`src/psfd_pkg.sv`:
```
// Shared types and constants for the photosensitive flash detector.
package psfd_pkg;

   localparam logic [1:0] OP_LOAD  = 2'd0;
   localparam logic [1:0] OP_PIXEL = 2'd1;
   localparam logic [1:0] OP_EOF   = 2'd2;

   localparam logic [2:0] CSR_MIN_AREA   = 3'd0;
   localparam logic [2:0] CSR_WINDOW     = 3'd1;
   localparam logic [2:0] CSR_LIMIT      = 3'd2;
   localparam logic [2:0] CSR_LUMA_STEP  = 3'd3;
   localparam logic [2:0] CSR_LUMA_BRIGHT = 3'd4;
   localparam logic [2:0] CSR_RED_LIMIT  = 3'd5;
   localparam logic [2:0] CSR_CHROMA_SQ  = 3'd6;

   localparam int COUNT_W = 22;
   localparam logic [COUNT_W-1:0] COUNT_MAX = {COUNT_W{1'b1}};

   // Input beat: op, lut_index, lut_value, red, green, blue (lowest first)
   typedef struct packed {
      logic [7:0]  blue;
      logic [7:0]  green;
      logic [7:0]  red;
      logic [15:0] lut_value;
      logic [7:0]  lut_index;
      logic [1:0]  op;
   } req_type;

   typedef struct packed {
      logic       has_red;
      logic       has_flash;
      logic [6:0] red_marked_in_window;
      logic [6:0] luma_marked_in_window;
      logic       red_frame_marked;
      logic       luma_frame_marked;
   } rsp_type;

   // Per-pixel history word
   typedef struct packed {
      logic [3:0]  flags;
      logic [15:0] cv;
      logic [15:0] cu;
      logic [15:0] rr;
      logic [15:0] lum;
   } hist_type;

endpackage

```
`src/psfd_divider.sv`:
```
// Restoring divider: 16-bit saturated quotient of num*2^16 / den, one bit per cycle.
module psfd_divider (
   input  logic        clock,
   input  logic        reset,
   input  logic        start,
   input  logic [37:0] num,
   input  logic [37:0] den,
   output logic        done,
   output logic [15:0] quot
);
   import psfd_pkg::*;

   // quotient >= 2^16 exactly when num >= den; else 16 steps produce it
   logic [38:0] rem_ff, rem_in;
   logic [37:0] den_ff;
   logic [15:0] q_ff, q_in;
   logic [4:0]  cnt_ff, cnt_in;
   logic        busy_ff, busy_in, done_ff, done_in;
   logic [38:0] trial;

   always_comb begin
      rem_in = rem_ff; q_in = q_ff; cnt_in = cnt_ff;
      busy_in = busy_ff; done_in = 1'b0;
      trial = {rem_ff[37:0], 1'b0};
      if (start) begin
         rem_in = {1'b0, num};
         q_in = 16'd0;
         cnt_in = 5'd0;
         if (den == 38'd0) begin
            done_in = 1'b1;
         end else if (num >= den) begin
            q_in = 16'hFFFF;
            done_in = 1'b1;
         end else begin
            busy_in = 1'b1;
         end
      end else if (busy_ff) begin
         if (trial >= {1'b0, den_ff}) begin
            rem_in = trial - {1'b0, den_ff};
            q_in = {q_ff[14:0], 1'b1};
         end else begin
            rem_in = trial;
            q_in = {q_ff[14:0], 1'b0};
         end
         cnt_in = cnt_ff + 5'd1;
         if (cnt_ff == 5'd15) begin
            busy_in = 1'b0;
            done_in = 1'b1;
         end
      end
   end

   always_ff @(posedge clock) begin
      if (reset) begin
         busy_ff <= 1'b0;
         done_ff <= 1'b0;
         cnt_ff <= 5'd0;
      end else begin
         busy_ff <= busy_in;
         done_ff <= done_in;
         cnt_ff <= cnt_in;
      end
      rem_ff <= rem_in;
      q_ff <= q_in;
      if (start) den_ff <= den;
   end

   assign done = done_ff;
   assign quot = q_ff;
endmodule

```
`config.mk`:
```
export PLATFORM = sky130hd
export DESIGN_NAME = psfd_divider
export DESIGN_NICKNAME = d
export VERILOG_FILES = /design/src/psfd_pkg.sv /design/src/psfd_divider.sv
export SDC_FILE = /design/constraint.sdc
export NUM_CORES = 1
export LEC_CHECK = 0
export BUFFER_PORTS_ARGS = -buffer_cell sky130_fd_sc_hd__buf_4
export CAP_MARGIN = 20
export CORE_UTILIZATION = 45
export CTS_CLUSTER_DIAMETER = 150
export DETAILED_ROUTE_END_ITERATION = 8
export PLACE_DENSITY_LB_ADDON = 0.15
export SYNTH_ARGS = -nofsm -noshare
export SYNTH_HDL_FRONTEND = slang
export SYNTH_SLANG_ARGS = --single-unit
```
`constraint.sdc`:
```
create_clock -name clock -period 3 [get_ports clock]
set_input_delay 0.6 -clock clock [delete_from_list [all_inputs] [get_ports clock]]
set_output_delay 0.6 -clock clock [all_outputs]
set_load 0.02 [all_outputs]
```
Word level (Yosys, flattened, before mapping)
Index checks and enable logic that the tools add are counted.

storage, ports and cells
  register bits after elaboration = 99
  bits in latches = 0
  RAM bits = 0
  ROM bits = 0
  input port bits = 79
  output and inout bits = 17
  logic and storage cells = 35
  memories kept = 0

operators by class
  add/sub/neg operators = 2
  multiply operators = 0
  divide/modulo/power cells = 0
  order comparisons = 2
  eq/ne operators = 3
  shift-type cells = 0
  multiplexer cells = 18
  bitwise operators = 0
  reductions and logical operators = 4

operators with widths
  kind                 number
  $mux 38              3
  $mux 16              4
  $ge 39x38->1         1
  $ge 38x38->1         1
  $logic_not 38->1     1
  $sub 38x38->38       1
  $mux 1               11
  $add 5x1->5 const B  1
  $eq 5x4->1 const B   1
  $ne 2x2->1 const B   2
  $reduce_and 2->1     1
  $reduce_bool 2->1    1
  $reduce_or 2->1      1

Depth between registers and ports, before layout
  word-level depth = 4
  mapped depth = 14
  depth with buffers taken out = 12

Least setup slack after synthesis
OpenSTA, ideal clock, no wires.

  kind = register -> register
  start = register rem_ff[31]
  end = register rem_ff[11] (data pin)
  setup time = 0.270 ns
  arrival = 2.467 ns
  required time = 2.730 ns
  slack = 0.262 ns
  stages on the path, launching flop included = 13
  path buffers = 2
  period minus slack after synthesis = 2.738 ns
  cell sequence = edfxtp_1 -> ha_1 -> a21o_1 -> a21o_1 -> a41oi_1 -> a31oi_1 -> a31o_1 -> a21oi_1 -> buf_2 -> buf_2 -> nor2_1 -> a211oi_1 -> a21oi_1

on the way
  word-level cells in the longest chain between the ends = 4

RTL lines
  element                 RTL line            source
  start, declared         psfd_divider.sv:14  logic [38:0] rem_ff, rem_in;
  start signal, assigned  psfd_divider.sv:63  rem_ff <= rem_in;
  $ge 39x38->1            psfd_divider.sv:38  if (trial >= {1'b0, den_ff}) begin
  $mux 38                 psfd_divider.sv:38
  $mux 38                 psfd_divider.sv:37  end else if (busy_ff) begin
  $mux 38                 psfd_divider.sv:25  if (start) begin
  via rem_in[11]          psfd_divider.sv:14

The timed path passes the listed nets, and every way through them passes these cells. The select of a mux whose other input is x is not followed.
A chain may end at the register's enable or synchronous reset.

Worst setup path after layout
  start = register rem_ff[0]
  end = register rem_ff[31] (data pin)

on the way
  word-level cells in the longest chain between the ends = 4
  elaborated cells on any way between the ends = 5
  those cells by class = add/sub (1); order compare (1); mux (3)

RTL lines
  element                                                RTL line
  $sub 38x38->38 / $ge 39x38->1 (equally long branches)  psfd_divider.sv:39, psfd_divider.sv:38
  $mux 38 (*)                                            psfd_divider.sv:38
  $mux 38 (*)                                            psfd_divider.sv:37
  $mux 38 (*)                                            psfd_divider.sv:25
  via rem_in[31]                                         psfd_divider.sv:14

The timed path passes the listed nets; every way through them passes the cells marked *. The select of a mux whose other input is x is not followed.

==> report_table.html <==
<table>
<tr><th>Metric</th><th>Value</th></tr>
<tr><th colspan="2">Place</th></tr>
<tr><td>DP Worst Slack</td><td>-0.333 ns</td></tr>
<tr><td>Post-DP HPWL</td><td>14.9 mm</td></tr>
<tr><td>Port Buffers</td><td>95</td></tr>
<tr><td>Inst Count DP</td><td>1,118</td></tr>
<tr><td>Routability congestion estimate</td><td>0.894</td></tr>
<tr><td>Area of placed instances</td><td>8680 sq um</td></tr>
<tr><th colspan="2">Critical path</th></tr>
<tr><td>Type of element capturing the critical path</td><td>flip-flop</td></tr>
<tr><td>Delay of the slowest cell on the worst path</td><td>0.43 ns</td></tr>
<tr><td>Critical setup path kind</td><td>reg2reg</td></tr>
<tr><td>WP buf/inv</td><td>4</td></tr>
<tr><td>Required time worst endpoint</td><td>3.09 ns</td></tr>
<tr><td>Standard cell with the maximum stage delay on the critical path</td><td>sky130_fd_sc_hd__edfxtp_1</td></tr>
<tr><td>Depth of the worst register-to-register path</td><td>13</td></tr>
<tr><td>Arr. time, crit path</td><td>3.04 ns</td></tr>
<tr><td>Cell class contributing the biggest share of worst-path delay</td><td>compound AO/OA/AOI/OAI gates</td></tr>
<tr><td>Crit start category</td><td>flip-flop</td></tr>
<tr><td>Critical path peak fanout</td><td>20</td></tr>
<tr><td>Worst path depth</td><td>13</td></tr>
<tr><td>Cell Chain, Critical Path</td><td>buf_6, ha_4, nor2b_4, o21bai_4, a31oi_4, a31oi_4, o41ai_4, buf_4, a21oi_4, buf_4, clkbuf_16, a221oi_1, a21oi_1</td></tr>
<tr><th colspan="2">Die</th></tr>
<tr><td>Width of the chip</td><td>130 um</td></tr>
<tr><td>Top-Level Pins</td><td>96</td></tr>
<tr><td>Die Area</td><td>17,000 sq um</td></tr>
<tr><td>Rows</td><td>46</td></tr>
<tr><td>Vert. Die Dim</td><td>130 um</td></tr>
<tr><td>Starting density of the core</td><td>0.464</td></tr>
<tr><td>Floorplan Core Area</td><td>15,900 sq um</td></tr>
<tr><th colspan="2">Final layout</th></tr>
<tr><td>Fraction of final layout cells with drive strength greater than 1</td><td>0.254</td></tr>
<tr><td>Count of antenna diodes in the layout</td><td>0</td></tr>
<tr><td>Post-Layout Inst Area</td><td>9390 sq um</td></tr>
<tr><td>Layout-stage area growth over the synthesis result</td><td>26.9%</td></tr>
<tr><td>Count of fill cells added during filler insertion</td><td>1,376</td></tr>
<tr><td>Final #Nets</td><td>1,076</td></tr>
<tr><td>Layout Utilization</td><td>0.589</td></tr>
<tr><td>Layout Cells excl Fill</td><td>1,139</td></tr>
<tr><th colspan="2">Power</th></tr>
<tr><td>Leak</td><td>4.18 nW</td></tr>
<tr><td>Pwr/cell area</td><td>683 nW/um^2</td></tr>
<tr><td>Total power</td><td>6.41 mW</td></tr>
<tr><td>Worst vdd rail ir drop</td><td>0.000424 V</td></tr>
<tr><th colspan="2">STA</th></tr>
<tr><td>Fin crit period</td><td>2.95 ns</td></tr>
<tr><td>Max Clk Rate</td><td>0.339 GHz</td></tr>
<tr><td>Maximum clock skew at final layout</td><td>0.00747 ns</td></tr>
<tr><td>Setup ws final</td><td>0.0461 ns</td></tr>
<tr><td>Slew at the pin closest to its max-slew limit</td><td>0.549 ns</td></tr>
<tr><td>Setup repair after global routing missed its margin</td><td>true</td></tr>
<tr><td>Number of hold violations in the final report</td><td>0</td></tr>
<tr><td>Max-Slew Margin vs Limit</td><td>0.631</td></tr>
<tr><td>Number of pins exceeding their max-slew limit in the final report</td><td>0</td></tr>
<tr><td>Period utilization</td><td>0.985</td></tr>
<tr><td>Setup violators final</td><td>0</td></tr>
<tr><th colspan="2">Synth</th></tr>
<tr><td>Share of the yosys chip area belonging to registers</td><td>0.392</td></tr>
<tr><td>Yosys synthesis warning count</td><td>0</td></tr>
<tr><td>Synth Net Count</td><td>947</td></tr>
<tr><td>Mean Syn Cell Area</td><td>9.38 sq um</td></tr>
<tr><td>Number of enable-type register cells in the synthesized netlist</td><td>92</td></tr>
<tr><td>Count of cell types in the netlist</td><td>64</td></tr>
<tr><td>Count of mapped cells out of synthesis</td><td>789</td></tr>
<tr><td>Post-synthesis register bit count</td><td>99</td></tr>
<tr><td>Cell Area, Synth</td><td>7400 sq um</td></tr>
<tr><td>Fraction of registers with async set/reset</td><td>0</td></tr>
<tr><td>Top_reg_cell synth</td><td>sky130_fd_sc_hd__edfxtp_1</td></tr>
<tr><th colspan="2">Clock tree</th></tr>
<tr><td>Clock transition time at the flip-flop clock pins of the worst setup and hold paths</td><td>0.07 ns</td></tr>
<tr><td>Maximum number of buffers from clock root to sink</td><td>2</td></tr>
<tr><td>Number of hold buffers added after cts</td><td>0</td></tr>
<tr><td>Clock tree from TritonCTS</td><td>built</td></tr>
<tr><td>Clock H-tree levels</td><td>3</td></tr>
<tr><td>Cell chosen for the clock root</td><td>sky130_fd_sc_hd__clkbuf_16</td></tr>
<tr><td>Sinks on the clock net</td><td>99</td></tr>
<tr><td>Clk_lat worst skew</td><td>0.35 ns</td></tr>
<tr><td>CTS buffer count</td><td>9</td></tr>
<tr><th colspan="2">Route</th></tr>
<tr><td>DR iter-0 viols</td><td>425</td></tr>
<tr><td>Average detailed-routed wire length per instance</td><td>17.4 um</td></tr>
<tr><td>Total wire length after detailed routing</td><td>19.8 mm</td></tr>
<tr><td>Drc violations</td><td>0</td></tr>
<tr><td>Number of iterations in the first detailed-routing pass</td><td>5</td></tr>
<tr><td>Remaining antenna violation count</td><td>0</td></tr>
<tr><td>Vias</td><td>6,329</td></tr>
<tr><td>Drt via density</td><td>5.56</td></tr>
<tr><th colspan="2">Status</th></tr>
<tr><td>Result of the run</td><td>finished, final reports clean</td></tr>
<tr><th colspan="2">GRT</th></tr>
<tr><td>Global-route wire length before repair</td><td>30.9 mm</td></tr>
<tr><td>Antenna violations before repair</td><td>0</td></tr>
<tr><td>Via count of the first global-routing pass</td><td>6,279</td></tr>
<tr><td>Total grt overflow</td><td>0</td></tr>
<tr><td>Total routing resource utilization after global routing</td><td>0.237</td></tr>
<tr><td>Largest net degree at the start of global routing</td><td>61</td></tr>
<tr><th colspan="2">Worst hold path</th></tr>
<tr><td>Worst hold path class</td><td>in2reg</td></tr>
<tr><td>Cell depth of the worst hold path</td><td>1</td></tr>
<tr><th colspan="2">Job</th></tr>
<tr><td>Max-cap violation count</td><td>0</td></tr>
</table>
## synth_stat cells (2+ instances only)
cell	number	area [sq um]
sky130_fd_sc_hd__a41oi_1	2	17.5
sky130_fd_sc_hd__ha_1	78	976
sky130_fd_sc_hd__inv_1	116	435
sky130_fd_sc_hd__a21boi_0	2	15.0
sky130_fd_sc_hd__a221oi_1	2	17.5
sky130_fd_sc_hd__o211ai_1	9	67.6
sky130_fd_sc_hd__a21oi_1	72	360
sky130_fd_sc_hd__dfxtp_1	7	140
sky130_fd_sc_hd__and3_1	7	43.8
sky130_fd_sc_hd__nand4_1	17	106
sky130_fd_sc_hd__nand3_1	15	75.1
sky130_fd_sc_hd__buf_1	3	11.3
sky130_fd_sc_hd__o21a_1	12	90.1
sky130_fd_sc_hd__clkbuf_1	14	52.6
sky130_fd_sc_hd__a211oi_1	23	173
sky130_fd_sc_hd__nor2b_1	4	25.0
sky130_fd_sc_hd__o21ai_0	48	240
sky130_fd_sc_hd__xor2_1	13	114
sky130_fd_sc_hd__mux2i_1	5	50.1
sky130_fd_sc_hd__a311oi_1	5	43.8
sky130_fd_sc_hd__edfxtp_1	92	2760
sky130_fd_sc_hd__o31ai_1	3	22.5
sky130_fd_sc_hd__nand2b_1	6	37.5
sky130_fd_sc_hd__nand3b_1	3	22.5
sky130_fd_sc_hd__nand2_1	36	135
sky130_fd_sc_hd__a31oi_1	5	31.3
sky130_fd_sc_hd__buf_2	13	65.1
sky130_fd_sc_hd__and4_1	3	26.3
sky130_fd_sc_hd__o211a_1	2	20.0
sky130_fd_sc_hd__a21o_1	32	240
sky130_fd_sc_hd__xnor2_1	20	175
sky130_fd_sc_hd__nor3_1	12	60.1
sky130_fd_sc_hd__o41ai_2	2	32.5
sky130_fd_sc_hd__o21ai_1	9	45.0
sky130_fd_sc_hd__and2_1	4	25.0
sky130_fd_sc_hd__nor3b_1	2	15.0
sky130_fd_sc_hd__a31oi_4	2	42.5
sky130_fd_sc_hd__nor4_1	10	62.6
sky130_fd_sc_hd__nor2_1	44	165
sky130_fd_sc_hd__mux2_2	4	45.0
sky130_fd_sc_hd__a31o_2	2	17.5
sky130_fd_sc_hd__or2_2	4	25.0
sky130_fd_sc_hd__o21bai_1	4	30.0
## what timing repair did
item,CTS,global route
pin swaps,1,3
endpoints found under the setup margin,2,50
resized for setup,3,59
cloned,0,2
endpoints found under the hold margin,0,0
setup buffers,0,3
## final timing paths
check,startpoint,slack [ns],endpoint
max reg2reg,rem_ff[0]$_DFFE_PP_,0.05,rem_ff[31]$_DFFE_PP_
min,den[24],0.43,den_ff[24]$_DFFE_PP_
min reg2reg,cnt_ff[4]$_SDFFE_PP0P_,0.54,cnt_ff[4]$_SDFFE_PP0P_
max,rem_ff[0]$_DFFE_PP_,0.05,rem_ff[31]$_DFFE_PP_
## final cells by class
cell class              instances  area [sq um]  share of cell area
multi-input cells             542          4260               0.454
flip-flops and latches         99          2900               0.309
repair buffers                150          1210               0.129
inverters                     116           435              0.0464
well taps                     216           270              0.0288
clock buffers                   9           225              0.0240
clock inverters                 7          73.8             0.00786
## placed cells by master, fill, tap and decap left out, types with 6 or more instances in the layout
cell type                   Yosys  routed
sky130_fd_sc_hd__nand2b_1       6       6
sky130_fd_sc_hd__a211oi_2       1      11
sky130_fd_sc_hd__nand4_1       17      17
sky130_fd_sc_hd__nor2_1        44      42
sky130_fd_sc_hd__nor3_1        12      10
sky130_fd_sc_hd__ha_1          78      61
sky130_fd_sc_hd__nand3_1       15      13
sky130_fd_sc_hd__a21oi_1       72      67
sky130_fd_sc_hd__dfxtp_1        7       7
sky130_fd_sc_hd__nand2_1       36      35
sky130_fd_sc_hd__o21ai_0       48      46
sky130_fd_sc_hd__o211ai_1       9       9
sky130_fd_sc_hd__o21ai_1        9      10
sky130_fd_sc_hd__edfxtp_1      92      92
sky130_fd_sc_hd__o21a_1        12      12
sky130_fd_sc_hd__buf_4          1     143
sky130_fd_sc_hd__nor4_1        10       9
sky130_fd_sc_hd__ha_4           0      14
sky130_fd_sc_hd__inv_1        116     116
sky130_fd_sc_hd__xnor2_1       20      20
sky130_fd_sc_hd__a21o_1        32      32
sky130_fd_sc_hd__a211oi_1      23      13
sky130_fd_sc_hd__and3_1         7       7
sky130_fd_sc_hd__clkbuf_16      0      11
sky130_fd_sc_hd__xor2_1        13      13
## where the power goes
part / leakage [nW] / internal [mW] / switching (mW)
Sequential: 0.970 / 1.81 / 0.147
Combinational: 3.06 / 1.53 / 1.73
Clock: 0.148 / 0.652 / 0.549
Total: 4.18 / 3.98 / 2.43
## cell families (layout without fill, tap and decap cells)
logic type,Yosys count,after routing,synth area share
DFF,99,99,0.392
and+or+nand+nor,172,172,0.118
xor gates and xnor gates,33,33,0.0391
muxes,10,10,0.0149
adders and majority gates,79,79,0.135
AOI/OAI and AO/OA,248,248,0.224
buffers and inverters,148,282,0.0780
## sequential cells by signal (all words and copies together) (netlist names)
name,flops
done,1
cnt_ff,5
rem_ff,38
busy_ff,1
quot,16
den_ff,38
## through the flow
step | hold slack, ns | setup TNS [ns]
finish | 0.432 | 0
global route | 0.423 | -0.428
global placement | 0.471 | -3.33
detailed placement | 0.530 | -4.88
CTS | 0.420 | 0
floorplan | 0.456 | 0
## per-layer routing
metal,wire length [um],share of wire,vias up,global-route usage
li1,-,-,3119,-
met1,8800,0.44,3018,0.307
met2,9760,0.49,163,0.403
met3,902,0.045,29,0.0365
met4,390,0.020,0,0.0834
met5,0,0,-,0
Note: power is estimated with default switching activity, not from simulation.
